[config.mk]
export PLATFORM = sky130hd
export DESIGN_NAME = mec_queue
export DESIGN_NICKNAME = d
export VERILOG_FILES = /design/src/rtl/core/mandelbrot_escape_count_unit_macros.svh /design/src/rtl/core/mec_pkg.sv /design/src/rtl/core/mec_queue.sv
export SDC_FILE = /design/constraint.sdc
export NUM_CORES = 1
export LEC_CHECK = 0
export BUFFER_PORTS_ARGS = -buffer_cell sky130_fd_sc_hd__buf_4
export CAP_MARGIN = 5
export CORE_MARGIN = 10
export CORE_UTILIZATION = 30
export CTS_BUF_LIST = sky130_fd_sc_hd__clkbuf_2 sky130_fd_sc_hd__clkbuf_4 sky130_fd_sc_hd__clkbuf_8
export CTS_CLUSTER_SIZE = 40
export DETAILED_ROUTE_END_ITERATION = 8
export GPL_TIMING_DRIVEN = 0
export PLACE_DENSITY_LB_ADDON = 0.25
export SLEW_MARGIN = 20
export SYNTH_ARGS = -nofsm -noshare
export SYNTH_HDL_FRONTEND = slang
export SYNTH_SLANG_ARGS = --single-unit
[constraint.sdc]
create_clock -name aclk -period 3.6 [get_ports aclk]
set_input_delay 0.72 -clock aclk [delete_from_list [all_inputs] [get_ports aclk]]
set_output_delay 0.72 -clock aclk [all_outputs]
set_load 0.05 [all_outputs]
[src/rtl/core/mandelbrot_escape_count_unit_macros.svh]
// Assertion macros shared by the escape-count unit.
`ifndef MANDELBROT_ESCAPE_COUNT_UNIT_MACROS_SVH
`define MANDELBROT_ESCAPE_COUNT_UNIT_MACROS_SVH

// Checks that the consequent holds in the same cycle as the antecedent.
`define MEC_ASSERT_SAME(label, clk, rstn, ante, cons, msg) \
    label: assert property (@(posedge clk) disable iff (!rstn) (ante) |-> (cons)) \
        else $error(msg);

// Checks that the consequent holds in the cycle after the antecedent.
`define MEC_ASSERT_NEXT(label, clk, rstn, ante, cons, msg) \
    label: assert property (@(posedge clk) disable iff (!rstn) (ante) |=> (cons)) \
        else $error(msg);

`endif

[src/rtl/core/mec_pkg.sv]
`timescale 1ns / 1ps

package mec_pkg;

    // Field widths of the stream words.
    localparam int IN_WIDTH    = 28;
    localparam int COUNT_WIDTH = 8;

    // Reset value of the iteration limit register.
    localparam logic [COUNT_WIDTH-1:0] LIMIT_RESET = 8'd255;

    // Escape test compares |z|^2 against this radius squared.
    localparam int ESCAPE_RADIUS_SQ = 4;

    // One queued point; c_real sits in the low bits.
    typedef struct packed {
        logic [IN_WIDTH-1:0] c_imag;
        logic [IN_WIDTH-1:0] c_real;
    } point_t;

    // Iteration engine states.
    typedef enum logic [1:0] {
        ST_IDLE,
        ST_MUL,
        ST_UPD,
        ST_HOLD
    } core_state_t;

endpackage

[src/rtl/core/mec_queue.sv]
`timescale 1ns / 1ps

module mec_queue
    import mec_pkg::*;
(
    input  logic   aclk,
    input  logic   aresetn,
    input  logic   in_valid,
    output logic   in_ready,
    input  point_t in_data,
    output logic   out_valid,
    input  logic   out_ready,
    output point_t out_data
);

    // Two-entry queue between the stream input and the iteration engine.
    point_t      slot0_reg;
    point_t      slot1_reg;
    logic        wr_ptr_reg;
    logic        wr_ptr_next;
    logic        rd_ptr_reg;
    logic        rd_ptr_next;
    logic [1:0]  level_reg;
    logic [1:0]  level_next;
    logic        push;
    logic        pop;

    assign in_ready  = (level_reg != 2'd2);
    assign out_valid = (level_reg != 2'd0);
    assign out_data  = rd_ptr_reg ? slot1_reg : slot0_reg;

    assign push = in_valid && in_ready;
    assign pop  = out_valid && out_ready;

    // Pointer and fill level update.
    always_comb begin
        wr_ptr_next = push ? ~wr_ptr_reg : wr_ptr_reg;
        rd_ptr_next = pop ? ~rd_ptr_reg : rd_ptr_reg;
        level_next  = level_reg;
        if (push && !pop) begin
            level_next = level_reg + 2'd1;
        end else if (pop && !push) begin
            level_next = level_reg - 2'd1;
        end
    end

    always_ff @(posedge aclk) begin
        if (!aresetn) begin
            wr_ptr_reg <= 1'b0;
            rd_ptr_reg <= 1'b0;
            level_reg  <= 2'd0;
        end else begin
            wr_ptr_reg <= wr_ptr_next;
            rd_ptr_reg <= rd_ptr_next;
            level_reg  <= level_next;
        end
    end

    // Storage slots carry payload only.
    always_ff @(posedge aclk) begin
        if (push && !wr_ptr_reg) begin
            slot0_reg <= in_data;
        end
        if (push && wr_ptr_reg) begin
            slot1_reg <= in_data;
        end
    end

endmodule

Word level (Yosys, flattened, before mapping)
Cells that the tools add are included.
{ "op_classes": {"n_shift": 0, "n_div": 0, "magnitude_cmp": 0, "n_eq_ne": 1, "bitwise_logic": 2, "muxes": 3, "add_sub_neg": 2, "multipliers": 0, "n_reduce_logical": 11} }
{ "op_table": {"columns": ["cell", "n"], "rows": [
  ["$mux 56", 1],
  ["$logic_and 1x1->1", 6],
  ["$mux 2", 2],
  ["$reduce_bool 2->1", 2],
  ["$logic_not 1->1", 3],
  ["$add 2x1->2 const B", 1],
  ["$ne 2x2->1 const B", 1],
  ["$not 1->1", 2],
  ["$sub 2x1->2 const B", 1]
]} }
{ "totals": {"romBits": 0, "input_bits": 60, "n_memories": 0, "latch_bits": 0, "ram_bits": 0, "ff_bits": 116, "out_inout_bits": 58} }

Depth between registers and ports, before layout
Gate-level depths: netlist of the first run.
{ "logic_depth": {"word_depth": 6, "mapped_depth": 6} }

Worst setup path after synthesis of the first run
No wires, ideal clock.
{ "synth_timing": {"kind": "reg2reg", "from": "register level_reg[0]", "to": "register slot1_reg[0] (netlist bit) (enable)", "setup_slack_ns": 0.815, "t_arrival_ns": 2.365, "stages_incl_launch_ff": 3, "setup_ns": 0.420, "cell_sequence": "dfxtp_1 > nand2b_1 > and3_1"} }
{ "synth_via": {"elab_chain_cells": 3} }
{ "synth_rtl": {"columns": ["item", "line", "text"], "rows": [
  ["start, declared", "mec_queue.sv:23", "logic [1:0] level_reg;"],
  ["start signal, assigned", "mec_queue.sv:55", "level_reg <= level_next;"],
  ["$ne 2x2->1", "mec_queue.sv:28", "assign in_ready = (level_reg != 2'd2);"],
  ["net in_ready", "mec_queue.sv:9", "output logic in_ready,"],
  ["$logic_and 1x1->1", "mec_queue.sv:32", "assign push = in_valid && in_ready;"],
  ["$logic_and 1x1->1", "mec_queue.sv:64", "if (push && wr_ptr_reg) begin"],
  ["end signal, assigned", "mec_queue.sv:65", "slot1_reg <= in_data;"],
  ["end, declared", "mec_queue.sv:18", "point_t slot1_reg;"]
]} }
The timed path passes the listed nets, and every way through them passes these cells.
A chain may end at the register's enable or synchronous reset.

==> metrics.txt, run 1 <==
vias in the first global route 2450; Worst-path clk slew 0.07 ns; share of the synthesized area in the top cell type 79.1%; total negative slack 0 ns; Rows 43; HP Start in_data[13]; Internal Power roughly 2800 µW; Ys Warns 0; R2R Path Start level_reg[0]$_SDFFE_PN0P_; CP Capture Type primary output; outcome completed; CP Buf/Inv Count 3; library cells used by synthesis 20; post-route setup slack 1.09 ns; Finish-stage setup viols 0; Final min period 2.51 ns; Worst EP required between 2 and 3 ns; initial antenna violation count 0; Leak Pwr between 0.002 and 0.0025 µW; Crit path largest cell delay 0.37 ns; sw power 1690 µW; area of the multi-input gates 761 µm²; first-pass iteration count of the detailed router 4; Post-synth ARST share 0%; Post-Place Worst Slack 1.53 ns; placed inst area 0.00541 mm²; Post-CTS Setup Bufs 0; area delta synth->final 35.3%; Final Hold Fails 0; Post-synth EDFFs 112; f_max 399 MHz; Synth top cells by count edfxtp_1, mux2_1, dfxtp_1, and2_1, buf_6; CP cell instances buf_4 -> buf_6 -> mux2_1 -> buf_4; largest net degree at the start of global routing 37; WL/cell 16.3 µm; Cell Pwr Density 772 mW/mm²; count leader, synth edfxtp_1; Synth Area in Adders less than 1%; clk_lat worst skew 0.43 ns; synthesized area approximately 0.0043 mm²; # diodes 0; via count 2211; syn nets between 200 and 300; Syn Area/Cell 21.7 µm²; Die Ht 139 µm; largest family of logic cells by synthesized area multiplexers; Final GP Congestion 0.666; final period utilization 69.6%; critical path type flip-flop to primary output; layout cells sized above 1 45.8%; unrepaired setup endpoints after global routing false; CP max-delay cell dfxtp_1; CP Data Arrival Time ~1.8 ns; Slew Viols, Final 0; All-Layer GR Usage a little under a tenth; Gate power share between 30% and 40%; total gr overflow 0; Nets 395; IO buf count 117; CTS-repair resized insts 0; register area 0.00344 mm²; DRC Markers 0; DRT antenna net count 0; Worst Max-Slew Pin Slew 0.431 ns; Synth Area in XOR/XNOR less than 1%; Sequential Power Share 38.9%; CTS buffer count 17; Via density 4.20; Hold Buf Count CTS 0; H-tree depth 4; Initial DRC Count between 60 and 70; dpl hpwl slightly below 6000 µm; switching share of power 38.0%; register area share after synthesis between 80% and 90%; maximum root-to-sink buffer count 2; first-pass GRT wire length 13300 µm; # fillers 1296; maximum vdd drop roughly 0.35 mV; synthesized flop and latch total about 120; CTS tree yes; final WL 8600 µm; critical path's top delay family buffers and inverters; Synth Instances 196; Root Buffer clkbuf_8; Synth Flop Type edfxtp_1; Initial Util roughly 31%; die area 0.0193 mm²; crit path max fanout 10; TritonCTS Sinks 116; die width 139 µm; post-synthesis simple-gate area fraction 1.21%; Relative slew margins 71.3%; max cap viols 0; most used cell, CP buf_4; num ports 118; Layout Cells excl Fill about 530; skew final approximately 0.0041 ns; Synth area leaders edfxtp_1, mux2_1, dfxtp_1; Synth area leader edfxtp_1; cell count after placement 495; CP startpoint rd_ptr_reg$_SDFFE_PN0P_; clock share of power between 20% and 30%; critical path launch point type flip-flop; Worst Hold Class input pin to flip-flop; Synth Area in Compound Gates 0.824%; mux cell area share after synthesis 14.8%; final instance area 0.00576 mm²; Placeable Area 0.0139 mm²
==> cell usage in the layout (no fill, tap or decap) <==
cell type,instances
a21bo_1,1
a21boi_1,2
and2_1,3
and3_4,1
buf_12,2
buf_2,2
buf_4,118
buf_6,3
bufinv_16,1
clkbuf_8,17
clkinv_1,1
clkinv_2,6
clkinv_4,1
clkinvlp_4,6
dfxtp_1,4
edfxtp_1,112
ha_1,1
inv_4,1
mux2_1,56
nand2b_1,1
nand3b_1,1
o21ai_0,1
o21ai_1,1
or2_2,1
or3_1,1
xnor2_1,2
xor2_1,1
==> area by class of cell <==
type / count / share of cell area (%)
multi-input cells: 73 / 13.2
repair buffers: 119 / 16.0
clock inverters: 15 / 2.04
flip-flops and latches: 116 / 59.8
inverters: 1 / 0.109
well taps: 180 / 3.91
plain buffers: 6 / 0.891
clock buffers: 17 / 4.06
==> final timing paths <==
check	end	slack [ns]	depth (start not counted)
hold / removal	slot0_reg[13]$_DFFE_PP_	0.47	1
setup reg to reg	slot1_reg[28]$_DFFE_PP_	1.89	3
setup / recovery	out_data[38]	1.09	4
hold reg to reg	level_reg[1]$_SDFFE_PN0P_	0.52	2
==> worst reg2reg max path, delay by kind of cell, from the launching register on <==
kind	cells	cell delay, ns
flip-flops	1	0.41
buffers and inverters	1	0.27
AND/OR/NAND/NOR	2	0.71
==> power groups by stage <==
stage	registers, µW	logic, µW	clock network [µW]
final	1730	1670	1040
after global routing	1740	1770	1150
after CTS	1730	1720	1090
after detailed placement	1760	1710	0
after global placement	1770	1680	0
after floorplan	1750	1170	0
==> stage by stage <==
step | hold WS [ns] | total power, µW | utilization (%)
after floorplan | 0.479 | 2920 | -
after global placement | 0.511 | 3450 | 38.6
after detailed placement | 0.518 | 3470 | 38.9
after CTS | 0.425 | 4540 | 41.5
after global routing | 0.427 | 4670 | 41.5
final | 0.472 | 4440 | 41.5
==> metal layers <==
| metal | global-route usage, % | part of all wire [%] |
|---|---|---|
| met1 | 9.27 | 41 |
| met2 | 14.4 | 49 |
| met3 | 5.68 | 8.3 |
| met4 | 4.28 | 1.8 |
| met5 | 0 | 0 |
==> logic make-up after synthesis <==
kind of cell               count (synthesis)
DFF                                      116
muxes                                     56
and+or+nand+nor                            8
buffers and inverters                      7
AOI/OAI and AO/OA                          5
xor gates and xnor gates                   3
adders and majority gates                  1
Power figures use the tool's default switching activity.
==> run 2: changes to the inputs <==
==> constraint.sdc (replaced) <==
create_clock -name aclk -period 2.4 [get_ports aclk]
set_input_delay 0.48 -clock aclk [delete_from_list [all_inputs] [get_ports aclk]]
set_output_delay 0.48 -clock aclk [all_outputs]
set_load 0.05 [all_outputs]
==> run 2 against run 1 <==
  * Combinational power rose by 50%
  * Design area down 0.15%
  * Clock-buffer cell count rose by 2
  * Global-route usage is 0.12 points lower
  * Die area unchanged
  * Sequential share of layout area up 0.091 points
  * Flip-flop and latch count unchanged
  * Critical path type unchanged
  * Highest routed layer unchanged
==> metrics.txt, run 2 (synthesis results as in run 1) <==
top sig layer met4; Final GP Congestion about 0.69; Leak Pwr 0.00214 µW; largest net degree at the start of global routing 30; Layout Cells excl Fill around 520; Internal Power 4230 µW; vias in the first global route ~2400; Util after Layout 41.4%; Post-CTS Setup Bufs 0; Crit path largest cell delay 0.34 ns; Cell Pwr Density ~1200 mW/mm²; first-pass iteration count of the detailed router 5; CTS-repair resized insts 0; DRC Markers 0; Worst-path clk slew 0.06 ns; layout cells sized above 1 43.9%; total negative slack 0 ns; Post-Place Worst Slack 0.308 ns; die width approximately 140 µm; Root Buffer clkbuf_8; Initial DRC Count 60; TritonCTS Sinks around 120; CTS tree yes; most used cell, CP buf_4; skew final 0.00348 ns; maximum vdd drop around 0.63 mV; num ports 118; Slew Viols, Final 0; CTS buffer count 17; Die Ht 139 µm; Worst Max-Slew Pin Slew 0.655 ns; Worst EP required ~1.9 ns; maximum root-to-sink buffer count 2; final WL roughly 8500 µm; crit path max fanout 10; clk_lat worst skew roughly 0.42 ns; commonest cells after routing, fill and taps aside buf_4, edfxtp_1, mux2_1, clkbuf_8, clkinv_1; Initial Util 30.6%; CP cell instances buf_4 -> buf_6 -> mux2_1 -> buf_4; final period utilization 90.7%; All-Layer GR Usage 8.96%; Rows 43; f_max 459 MHz; H-tree depth 4; unrepaired setup endpoints after global routing false; critical path type flip-flop to primary output; Finish-stage setup viols 0; Worst Hold Class input pin to flip-flop; met3 WL roughly 700 µm; switching share of power between 30% and 40%; area delta synth->final 35.1%; dpl hpwl 5760 µm; total gr overflow 0; IO buf count around 120; outcome completed; first-pass GRT wire length 13200 µm; die area ~0.019 mm²; critical path's top delay family buffers and inverters; via count 2232; # diodes 0; Final min period between 2 and 2.5 ns; clock share of power roughly a quarter; commonest non-fill, non-tap cell in the layout buf_4; Final Hold Fails 0; WL/cell between 15 and 20 µm; CP max-delay cell dfxtp_1; Placeable Area between 0.01 and 0.015 mm²; Nets 395; Via density ~4.3; CP Capture Type primary output; cell count after placement 495; Relative slew margins 56.3%; max cap viols 0; DRT antenna net count 0; Gate power share 37.5%; post-route setup slack 0.222 ns; critical path launch point type flip-flop; CP Data Arrival Time 1.70 ns; WL met1 3410 µm; metal2 WL ~4200 µm; Hold Buf Count CTS 0; Sequential Power Share 38.8%; sw power between 2000 and 2500 µW; CP Buf/Inv Count 3; initial antenna violation count 0
==> run 2: cell count changes in the layout (fill, tap and decap cells not counted), sizes merged <==
cell      previous run  this run
inv                  1         0
bufinv               1         2
clkbuf              17        19
clkinvlp             6         1
==> run 2: worst register-to-register path: cells and delay by family, from the launching register on <==
family                 cells  cell delay (ns)
buffers and inverters      2             0.97
DFF                        1             0.36
and+or+nand+nor            2             0.43
==> run 2: stage by stage <==
stage	cell area, µm²	hold slack (ns)	total power [µW]
2_1_floorplan	4260	0.479	4380
3_3_place_gp	5360	0.502	5160
3_5_place_dp	5410	0.514	5200
4_1_cts	5750	0.196	6830
5_1_grt	5750	0.190	7010
6_report	5750	0.239	6680
==> run 2: area by class of cell <==
type	count	area, µm²
Buffer	6	51.3
Sequential cell	116	3440
Timing Repair Buffer	119	918
Multi-Input combinational cell	73	761
Inverter	1	7.51
Clock buffer	19	249
Clock inverter	10	92.6
Fill cell	1293	8130
Tap cell	180	225
==> run 2: power by group through the flow <==
stage,combinational [µW],sequential [µW],clock [µW]
floorplan,1760,2620,0
detailed placement,2570,2640,0
CTS,2570,2590,1660
global placement,2520,2640,0
global route,2650,2620,1740
finish,2510,2590,1580
==> run 2: routing by layer <==
metal / track usage [%] / up-vias
li1: - / 1045
met1: 9.59 / 1095
met2: 13.9 / 80
met3: 4.90 / 12
met4: 4.94 / 0
met5: 0 / -
==> run 2: final timing paths <==
kind,from,endpoint,slack [ns],cells after the start
worst min register to register,level_reg[1]$_SDFFE_PN0P_,level_reg[1]$_SDFFE_PN0P_,0.52,2
worst min-delay path,in_data[14],slot1_reg[14]$_DFFE_PP_,0.24,1
worst max-delay path,rd_ptr_reg$_SDFFE_PN0P_,out_data[38],0.22,4
worst max register to register,level_reg[0]$_SDFFE_PN0P_,slot0_reg[30]$_DFFE_PP_,0.35,4
